===== src/sv/vpa_pkg.sv =====
// Shared types and constants of the variable partition allocator.
// Depends on nothing; every other file of the block imports it.
`default_nettype none
package vpa_pkg;

    localparam int HOLES     = 32;
    localparam int IDX_W     = $clog2(HOLES);
    localparam int CNT_W     = $clog2(HOLES + 1);
    localparam int ADDR_W    = 16;
    localparam logic [ADDR_W-1:0] MEM_RESET = 16'd2000;

    typedef enum logic [1:0] {
        ST_DONE  = 2'd0,
        ST_NOFIT = 2'd1,
        ST_FULL  = 2'd2
    } t_status;

    typedef enum logic [1:0] {
        FIT_FIRST = 2'd0,
        FIT_BEST  = 2'd1,
        FIT_WORST = 2'd2,
        FIT_NEXT  = 2'd3
    } t_fit_mode;

    localparam logic KIND_ALLOC = 1'b0;
    localparam logic KIND_FREE  = 1'b1;

    localparam logic CFG_FIT_MODE = 1'b0;
    localparam logic CFG_MEM_SIZE = 1'b1;

    typedef enum logic [2:0] {
        S_INIT,
        S_IDLE,
        S_SCAN,
        S_PLACE,
        S_REM,
        S_FSRCH,
        S_INS
    } t_state;

    typedef struct packed {
        logic [ADDR_W-1:0] start;
        logic [ADDR_W-1:0] len;
    } t_hole;

    typedef struct packed {
        logic             en;
        logic [IDX_W-1:0] addr;
        t_hole            data;
    } t_tbl_wr;

endpackage
`default_nettype wire


===== src/sv/vpa_hole_table.sv =====
// Hole table: flip-flop storage of hole start and length, one write and one read port.
// Depends on vpa_pkg.
`default_nettype none
module vpa_hole_table
    import vpa_pkg::*;
(
    input  wire logic              i_clk,
    input  wire t_tbl_wr           i_wr,
    input  wire logic [IDX_W-1:0]  i_rd_addr,
    output t_hole                  o_rd
);

    t_hole r_tab [HOLES];

    always_ff @(posedge i_clk) begin
        if (i_wr.en) begin
            r_tab[i_wr.addr] <= i_wr.data;
        end
    end

    assign o_rd = r_tab[i_rd_addr];

endmodule
`default_nettype wire


===== src/sv/vpa_seq.sv =====
// Sequencer and shared compare/add unit that scans, shifts and updates the hole table.
// Depends on vpa_pkg and drives the ports of vpa_hole_table.
`default_nettype none
module vpa_seq
    import vpa_pkg::*;
(
    input  wire logic              i_clk,
    input  wire logic              i_rst_n,
    input  wire logic              i_init,
    input  wire t_fit_mode         i_fit_mode,
    input  wire logic [ADDR_W-1:0] i_mem_size,
    input  wire logic              i_start,
    input  wire logic              i_kind,
    input  wire logic [ADDR_W-1:0] i_size,
    input  wire logic [ADDR_W-1:0] i_fbase,
    output logic                   o_busy,
    output logic                   o_valid,
    output t_status                o_status,
    output logic [ADDR_W-1:0]      o_base,
    output logic [IDX_W-1:0]       o_rd_addr,
    output t_tbl_wr                o_wr,
    input  wire t_hole             i_rd
);

    t_state            r_state, n_state;
    logic [ADDR_W-1:0] r_size, n_size, r_fbase, n_fbase;
    logic [CNT_W-1:0]  r_idx, n_idx, r_k, n_k, r_count, n_count, r_p, n_p;
    logic [IDX_W-1:0]  r_pick, n_pick, r_nfi, n_nfi;
    logic              r_found, n_found, r_have_prev, n_have_prev, r_from_alloc, n_from_alloc;
    logic [ADDR_W-1:0] r_best, n_best, r_prev_start, n_prev_start, r_prev_len, n_prev_len;
    logic              r_valid, n_valid;
    t_status           r_status, n_status;
    logic [ADDR_W-1:0] r_base, n_base;

    logic [CNT_W-1:0]  idx_p1, idx_m1, cnt_m1;
    logic [ADDR_W:0]   f_end, prev_end;
    logic              fits, take, in_tab, jp, jn;

    always_ff @(posedge i_clk) begin
        if (!i_rst_n) begin
            r_state <= S_INIT;
            r_valid <= 1'b0;
            r_count <= '0;
            r_nfi   <= '0;
        end else begin
            r_state <= n_state;
            r_valid <= n_valid;
            r_count <= n_count;
            r_nfi   <= n_nfi;
        end
    end

    always_ff @(posedge i_clk) begin
        r_size       <= n_size;
        r_fbase      <= n_fbase;
        r_idx        <= n_idx;
        r_k          <= n_k;
        r_p          <= n_p;
        r_pick       <= n_pick;
        r_found      <= n_found;
        r_have_prev  <= n_have_prev;
        r_from_alloc <= n_from_alloc;
        r_best       <= n_best;
        r_prev_start <= n_prev_start;
        r_prev_len   <= n_prev_len;
        r_status     <= n_status;
        r_base       <= n_base;
    end

    assign idx_p1   = r_idx + CNT_W'(1);
    assign idx_m1   = r_idx - CNT_W'(1);
    assign cnt_m1   = r_count - CNT_W'(1);
    assign f_end    = {1'b0, r_fbase} + {1'b0, r_size};
    assign prev_end = {1'b0, r_prev_start} + {1'b0, r_prev_len};
    assign fits     = i_rd.len >= r_size;
    assign in_tab   = r_idx < r_count;
    assign jp       = r_have_prev && (prev_end == {1'b0, r_fbase});
    assign jn       = in_tab && ({1'b0, i_rd.start} == f_end);
    assign take     = (i_fit_mode == FIT_BEST) ? (fits && (!r_found || i_rd.len < r_best))
                                               : (!r_found || i_rd.len > r_best);

    always_comb begin
        n_state      = r_state;
        n_size       = r_size;
        n_fbase      = r_fbase;
        n_idx        = r_idx;
        n_k          = r_k;
        n_p          = r_p;
        n_pick       = r_pick;
        n_found      = r_found;
        n_have_prev  = r_have_prev;
        n_from_alloc = r_from_alloc;
        n_best       = r_best;
        n_prev_start = r_prev_start;
        n_prev_len   = r_prev_len;
        n_count      = r_count;
        n_nfi        = r_nfi;
        n_valid      = 1'b0;
        n_status     = r_status;
        n_base       = r_base;
        o_rd_addr    = r_idx[IDX_W-1:0];
        o_wr         = '0;

        unique case (r_state)
            S_INIT: begin
                o_wr.en   = 1'b1;
                o_wr.addr = '0;
                o_wr.data = '{start: '0, len: i_mem_size};
                n_count   = (i_mem_size != '0) ? CNT_W'(1) : '0;
                n_nfi     = '0;
                n_state   = S_IDLE;
            end
            S_IDLE: begin
                if (i_start) begin
                    n_size  = i_size;
                    n_fbase = i_fbase;
                    n_base  = '0;
                    n_idx   = '0;
                    n_k     = '0;
                    n_found = 1'b0;
                    n_have_prev = 1'b0;
                    if (i_kind == KIND_ALLOC) begin
                        if (i_size == '0 || r_count == '0) begin
                            n_valid  = 1'b1;
                            n_status = ST_NOFIT;
                        end else begin
                            if (i_fit_mode == FIT_NEXT && {1'b0, r_nfi} < r_count) begin
                                n_idx = {1'b0, r_nfi};
                            end
                            n_state = S_SCAN;
                        end
                    end else begin
                        if (i_size == '0) begin
                            n_valid  = 1'b1;
                            n_status = ST_DONE;
                        end else if (({1'b0, i_fbase} + {1'b0, i_size}) > {1'b0, i_mem_size}) begin
                            n_valid  = 1'b1;
                            n_status = ST_NOFIT;
                        end else begin
                            n_state = S_FSRCH;
                        end
                    end
                end
            end
            S_SCAN: begin
                if (i_fit_mode == FIT_FIRST || i_fit_mode == FIT_NEXT) begin
                    if (fits) begin
                        n_pick  = r_idx[IDX_W-1:0];
                        n_state = S_PLACE;
                    end else if (r_k == cnt_m1) begin
                        n_valid  = 1'b1;
                        n_status = ST_NOFIT;
                        n_state  = S_IDLE;
                    end else begin
                        n_k   = r_k + CNT_W'(1);
                        n_idx = (idx_p1 == r_count) ? '0 : idx_p1;
                    end
                end else begin
                    if (take) begin
                        n_pick  = r_idx[IDX_W-1:0];
                        n_best  = i_rd.len;
                        n_found = 1'b1;
                    end
                    if (r_idx == cnt_m1) begin
                        if ((i_fit_mode == FIT_BEST) ? (take || r_found)
                                                     : (take ? fits : (r_best >= r_size))) begin
                            n_state = S_PLACE;
                        end else begin
                            n_valid  = 1'b1;
                            n_status = ST_NOFIT;
                            n_state  = S_IDLE;
                        end
                    end else begin
                        n_idx = idx_p1;
                    end
                end
            end
            S_PLACE: begin
                o_rd_addr = r_pick;
                o_wr.en   = 1'b1;
                o_wr.addr = r_pick;
                o_wr.data = '{start: i_rd.start + r_size, len: i_rd.len - r_size};
                n_base    = i_rd.start;
                if (i_rd.len == r_size) begin
                    n_idx        = {1'b0, r_pick};
                    n_from_alloc = 1'b1;
                    n_state      = S_REM;
                end else begin
                    n_nfi    = r_pick;
                    n_valid  = 1'b1;
                    n_status = ST_DONE;
                    n_state  = S_IDLE;
                end
            end
            S_REM: begin
                if (idx_p1 < r_count) begin
                    o_rd_addr = idx_p1[IDX_W-1:0];
                    o_wr.en   = 1'b1;
                    o_wr.addr = r_idx[IDX_W-1:0];
                    o_wr.data = i_rd;
                    n_idx     = idx_p1;
                end else begin
                    n_count = cnt_m1;
                    if (r_from_alloc) begin
                        n_nfi = ({1'b0, r_pick} < cnt_m1) ? r_pick : '0;
                    end
                    n_valid  = 1'b1;
                    n_status = ST_DONE;
                    n_state  = S_IDLE;
                end
            end
            S_FSRCH: begin
                if (in_tab && i_rd.start < r_fbase) begin
                    n_prev_start = i_rd.start;
                    n_prev_len   = i_rd.len;
                    n_have_prev  = 1'b1;
                    n_idx        = idx_p1;
                end else if ((r_have_prev && prev_end > {1'b0, r_fbase})
                             || (in_tab && {1'b0, i_rd.start} < f_end)) begin
                    n_valid  = 1'b1;
                    n_status = ST_NOFIT;
                    n_state  = S_IDLE;
                end else if (jp) begin
                    o_wr.en   = 1'b1;
                    o_wr.addr = idx_m1[IDX_W-1:0];
                    o_wr.data = '{start: r_prev_start,
                                  len: r_prev_len + r_size + (jn ? i_rd.len : '0)};
                    if (jn) begin
                        n_from_alloc = 1'b0;
                        n_state      = S_REM;
                    end else begin
                        n_valid  = 1'b1;
                        n_status = ST_DONE;
                        n_state  = S_IDLE;
                    end
                end else if (jn) begin
                    o_wr.en   = 1'b1;
                    o_wr.addr = r_idx[IDX_W-1:0];
                    o_wr.data = '{start: r_fbase, len: i_rd.len + r_size};
                    n_valid   = 1'b1;
                    n_status  = ST_DONE;
                    n_state   = S_IDLE;
                end else if (r_count >= CNT_W'(HOLES)) begin
                    n_valid  = 1'b1;
                    n_status = ST_FULL;
                    n_state  = S_IDLE;
                end else begin
                    n_p     = r_idx;
                    n_idx   = r_count;
                    n_state = S_INS;
                end
            end
            S_INS: begin
                if (r_idx > r_p) begin
                    o_rd_addr = idx_m1[IDX_W-1:0];
                    o_wr.en   = 1'b1;
                    o_wr.addr = r_idx[IDX_W-1:0];
                    o_wr.data = i_rd;
                    n_idx     = idx_m1;
                end else begin
                    o_wr.en   = 1'b1;
                    o_wr.addr = r_p[IDX_W-1:0];
                    o_wr.data = '{start: r_fbase, len: r_size};
                    n_count   = r_count + CNT_W'(1);
                    n_valid   = 1'b1;
                    n_status  = ST_DONE;
                    n_state   = S_IDLE;
                end
            end
            default: n_state = S_INIT;
        endcase

        if (i_init) begin
            n_state = S_INIT;
        end
    end

    // A pending table rebuild holds off new requests as well.
    assign o_busy   = (r_state != S_IDLE) || i_init;
    assign o_valid  = r_valid;
    assign o_status = r_status;
    assign o_base   = r_base;

endmodule
`default_nettype wire


===== src/sv/variable_partition_allocator.sv =====
// Variable partition allocator: a sorted free-hole table with first, best, worst and next fit.
// Operation: an allocate scans the holes, places the block in the chosen hole and, on an exact
// fit, shifts the entries above it down; a free walks the holes below its base and then
// merges with its neighbours (shifting entries down when it joins both) or inserts a new
// hole, shifting entries up. One request is in progress at a time; the receiver
// cannot stall, each result is strobed for one cycle. Reset is synchronous; the block loads
// the initial hole in its init state before it is ready, and again after a memory size write.
// Depends on vpa_pkg, vpa_seq and vpa_hole_table.
`default_nettype none
module variable_partition_allocator
    import vpa_pkg::*;
(
    input  wire logic              i_clk,
    input  wire logic              i_rst_n,
    input  wire logic              start,
    output logic                   busy,
    input  wire logic              i_kind,
    input  wire logic [ADDR_W-1:0] i_request_size,
    input  wire logic [ADDR_W-1:0] i_free_base,
    output logic                   o_valid,
    output logic [1:0]             o_status,
    output logic [ADDR_W-1:0]      o_base_address,
    input  wire logic              i_cfg_valid,
    output logic                   o_cfg_ready,
    input  wire logic              i_cfg_index,
    input  wire logic [ADDR_W-1:0] i_cfg_data
);

    // Configuration registers. A write of the memory size also asks the sequencer to
    // rebuild the table as a single hole covering the new size, or as an empty table for size zero.
    t_fit_mode         r_fit_mode;
    logic [ADDR_W-1:0] r_mem_size;
    logic              r_init;

    logic              cfg_we;
    t_status           status;
    logic [IDX_W-1:0]  rd_addr;
    t_tbl_wr           wr;
    t_hole             rd;

    // The configuration channel is always able to take a transfer.
    assign o_cfg_ready = 1'b1;
    assign cfg_we      = i_cfg_valid && o_cfg_ready;

    always_ff @(posedge i_clk) begin
        if (!i_rst_n) begin
            r_fit_mode <= FIT_FIRST;
            r_mem_size <= MEM_RESET;
            r_init     <= 1'b0;
        end else begin
            r_init <= cfg_we && (i_cfg_index == CFG_MEM_SIZE);
            if (cfg_we) begin
                unique case (i_cfg_index)
                    CFG_FIT_MODE: r_fit_mode <= t_fit_mode'(i_cfg_data[1:0]);
                    CFG_MEM_SIZE: r_mem_size <= i_cfg_data;
                    default:      r_mem_size <= r_mem_size;
                endcase
            end
        end
    end

    // The sequencer walks the table one entry per cycle through the single read port.
    vpa_seq u_seq (
        .i_clk      (i_clk),
        .i_rst_n    (i_rst_n),
        .i_init     (r_init),
        .i_fit_mode (r_fit_mode),
        .i_mem_size (r_mem_size),
        .i_start    (start && !busy),
        .i_kind     (i_kind),
        .i_size     (i_request_size),
        .i_fbase    (i_free_base),
        .o_busy     (busy),
        .o_valid    (o_valid),
        .o_status   (status),
        .o_base     (o_base_address),
        .o_rd_addr  (rd_addr),
        .o_wr       (wr),
        .i_rd       (rd)
    );

    vpa_hole_table u_table (
        .i_clk     (i_clk),
        .i_wr      (wr),
        .i_rd_addr (rd_addr),
        .o_rd      (rd)
    );

    assign o_status = status;

endmodule
`default_nettype wire

===== config.mk =====
export PLATFORM = sky130hd
export DESIGN_NAME = variable_partition_allocator
export DESIGN_NICKNAME = d
export VERILOG_FILES = /design/src/sv/vpa_pkg.sv /design/src/sv/vpa_hole_table.sv /design/src/sv/vpa_seq.sv /design/src/sv/variable_partition_allocator.sv
export SDC_FILE = /design/constraint.sdc
export NUM_CORES = 2
export LEC_CHECK = 0
export ABC_AREA = 1
export BUFFER_PORTS_ARGS = -buffer_cell sky130_fd_sc_hd__buf_2
export CAP_MARGIN = 10
export CELL_PAD_IN_SITES_DETAIL_PLACEMENT = 2
export CELL_PAD_IN_SITES_GLOBAL_PLACEMENT = 2
export CORE_MARGIN = 2
export CORE_UTILIZATION = 44
export CTS_CLUSTER_SIZE = 30
export DETAILED_ROUTE_END_ITERATION = 12
export PLACE_DENSITY_LB_ADDON = 0.1
export SLEW_MARGIN = 0
export SYNTH_ARGS = -nofsm -noshare
export SYNTH_HDL_FRONTEND = slang
export SYNTH_SLANG_ARGS = --single-unit

===== constraint.sdc =====
create_clock -name i_clk -period 10.55 [get_ports i_clk]
set_clock_uncertainty 0.15 [all_clocks]
set_input_delay 2.11 -clock i_clk [delete_from_list [all_inputs] [get_ports i_clk]]
set_output_delay 2.11 -clock i_clk [all_outputs]
set_load 0.02 [all_outputs]

==> impl_metrics.toml <==
[sta]
tightest_slew_ns = 1.247
slew_viol_final = 0
setup_viol = 0
fmax_mhz = 97.82
fin_hold_ws_ns = 0.3418
min_period_ns = 10.22
slew_headroom_pct = 16.34
hold_viol = 0
timing.final.crit_share_pct = 96.90

[min_path]
min_path_type = "flip-flop to flip-flop"

[job]
cap_violations = 0

[power]
p_sw_share_pct = 47.66
power.clock.fraction_pct = 20.2
switchingPower_mw = 11.04
leakagePower_nw = 23.80
power_density_nw_per_um2 = 357.8
comb_power_share_pct = 52.8
vdd_drop_max_uv = 223.9
p_seq_share_pct = 27.0
p_int_mw = 12.13
total_power_mw = 23.17

[critical_path]
critPathMaxStageDelay_ns = 0.58
arrival_ns = 10.56
end_kind = "flip-flop"
critPathKind = "flip-flop to flip-flop"
path_buf_inv = 10
critPathMostFrequentCell = "nand2_1"
timing.critical_path.fanout_max = 32
required_ns = 10.89
start_kind = "flip-flop"
critical-path-slowest-cell = "o311ai_0"
critPathTopFamily = "simple AND/OR/NAND/NOR gates"

[yosys]
yosysTopAreaCellShare_pct = 60.96
synth.net_count = 5361
yosysUniqueCellTypes = 65
async_flop_share_pct = 0
ys_ff_latch = 1182
synth.most_common_cell = "edfxtp_1"
synth.avg_cell_area_um2 = 11.20
synth_edf_count = 1148
synth_top_flop_cell = "edfxtp_1"
ys_warn_count = 0
ys_seq_area_share_pct = 62.16
synth_area_um2 = 56550
synth_common_cells = "1,148 x edfxtp_1, 949 x nand2_1, 424 x nor2_1, 392 x nand3_1, 317 x inv_1"
yosysTopAreaCell = "edfxtp_1"
syn_inst = 5047
synth.area.top_cells = "edfxtp_1 61%, nand2_1 6.3%, ha_1 5.3%"

[placed_design]
dp_cells = 6677
place_congestion = 0.9120
port_buffers = 73
dp_hpwl_um = 145600

[grt]
grt_max_degree = 127
grt_pass1_wl_um = 333800
antenna_found_initial = 8
grt_pass1_vias = 47560
grt-ovfl-total = 0
grt_usage_pct = 35.18

[die]
core_um2 = 127500
core.rowCount = 131
initial_utilization_pct = 44.35
ios = 75
die_h_um = 362.5
die_w_um = 362.5
die_area_um2 = 131400

[drt]
num_vias = 44250
vias_per_cell = 6.377
firstDrtPassIters = 5
drt-total-wl_um = 237200
drc = 0
final_antenna_net_count = 0
first_iter_violations = 4844
wl_per_cell_um = 34.18

[clocking]
cts_root_buf = "clkbuf_16"
cts_tree = "built"
clk_pin_slew_worst_paths_ns = 0.06
numCtsBuffers = 135
worstSkewPairLatency_ns = 0.79
cts_hold_buf = 0
htreeDepth = 4
clkSinkCount = 1182
clk_path_buf_depth = 3

[layout]
areaGrowthSynthToFinish_pct = 14.50
finalNetCount = 5487
drive_gt1_share_pct = 12.83
layoutNonFillerInstCount = 6939

[outcome]
outcome = "complete, no violations"
worst paths after layout:
kind / end / cells past startpoint / startpoint / slack, ns
setup / recovery: u_table.r_tab[18][15] / 52 / u_seq.r_idx[0] / 0.33
setup reg to reg: u_table.r_tab[18][15] / 52 / u_seq.r_idx[0] / 0.33
hold / removal: r_fit_mode[1] / 2 / r_fit_mode[1] / 0.34
hold reg to reg: r_fit_mode[1] / 2 / r_fit_mode[1] / 0.34
power by group through the flow:
stage | combinational (mW) | sequential, mW | clock (mW)
finish | 12.2 | 6.26 | 4.69
global placement | 10.9 | 6.33 | 0
floorplan | 6.85 | 6.29 | 0
CTS | 11.7 | 6.26 | 4.72
global route | 13.0 | 6.27 | 4.87
detailed placement | 11.4 | 6.35 | 0
layer usage:
layer | vias up | track usage [%] | wire length (µm)
met3 | 519 | 4.601 | 16010
met2 | 1790 | 59.73 | 115800
met4 | 2 | 14.88 | 10640
met5 | - | 0 | 13
met1 | 23302 | 45.34 | 94740
li1 | 18637 | - | -
final cells by class:
| type | count | area, µm² |
|---|---|---|
| clock inverter | 60 | 503.0 |
| fill | 12544 | 62770 |
| timing repair buffer | 243 | 2248 |
| multi-input combinational | 3274 | 19730 |
| sequential | 1182 | 35150 |
| tap | 1662 | 2079 |
| antenna | 2 | 5.005 |
| inverter | 337 | 1299 |
| clock buffer | 179 | 3732 |
tightest hold or removal path, stage by stage (launching register included):
cell and delay [ns]:
dfxtp_1 0.31, inv_1 0.07, a21oi_1 0.06
stage by stage:
stage / util [%] / setup slack (ns) / setup TNS [ns] / instance area (µm²)
5_1_grt: 50.77 / -0.1128 / -6.890 / 64750
6_report: 50.78 / 0.3270 / 0 / 64750
3_5_place_dp: 47.09 / -0.3066 / -17.25 / 60060
4_1_cts: 50.45 / 0.006457 / 0 / 64330
3_3_place_gp: 47.09 / 0.4082 / 0 / 60060
2_1_floorplan: - / 0.8115 / 0 / 56550
what timing repair did:
action | 4_1_cts | 5_1_grt
setup endpoints to repair | 96 | 491
gates cloned | 0 | 7
resized for setup | 12 | 55
pin swaps | 0 | 4
setup buffers | 0 | 13
kinds of logic after synthesis:
family          Yosys count  share of synthesized area [%]
mux                       2                        0.03540
xor+xnor                 74                          1.146
other cells               1                       0.006631
fa+ha+maj               260                          6.045
buf+inv                 594                          4.142
compound gates          912                          10.98
simple gates           2022                          15.48
flops                  1182                          62.16
cells in the final DEF, fill, tap and decap left out, types with 18 or more instances in the layout:
| cell type | netlist | final |
|---|---|---|
| edfxtp_1 | 1148 | 1148 |
| nand2_1 | 949 | 936 |
| nor2_1 | 424 | 391 |
| nand3_1 | 392 | 390 |
| inv_1 | 317 | 315 |
| ha_1 | 238 | 238 |
| a21oi_1 | 213 | 208 |
| o211ai_1 | 155 | 155 |
| clkbuf_16 | 0 | 145 |
| or2_2 | 134 | 134 |
| buf_4 | 4 | 119 |
| o21ai_0 | 118 | 116 |
| a31oi_1 | 107 | 107 |
| o311ai_0 | 106 | 96 |
| buf_2 | 72 | 73 |
| xor2_1 | 54 | 53 |
| clkinv_1 | 4 | 39 |
| buf_12 | 0 | 36 |
| nor2_4 | 2 | 35 |
| dfxtp_1 | 34 | 34 |
| clkbuf_1 | 142 | 33 |
| a221oi_1 | 32 | 32 |
| nand4_1 | 28 | 28 |
| nor3_1 | 27 | 27 |
| o21bai_1 | 30 | 27 |
| fa_1 | 22 | 22 |
| xnor2_1 | 20 | 20 |
| a311o_1 | 20 | 20 |
| o22ai_1 | 19 | 19 |
| nand3b_1 | 18 | 18 |
| o311ai_1 | 8 | 18 |
registers in the layout, indices dropped and copies added, names as in the netlist, 3 cells and up:
signal / count
u_seq.r_state: 3
u_seq.r_k: 6
u_seq.o_base: 16
u_seq.r_size: 16
u_seq.r_pick: 5
u_seq.r_best: 16
u_table.r_tab: 1024
u_seq.r_prev_len: 16
u_seq.r_p: 6
u_seq.r_fbase: 16
u_seq.r_count: 6
r_mem_size: 16
u_seq.r_idx: 6
u_seq.r_prev_start: 16
u_seq.r_nfi: 5
No activity file was read; power rests on OpenSTA's default activity.
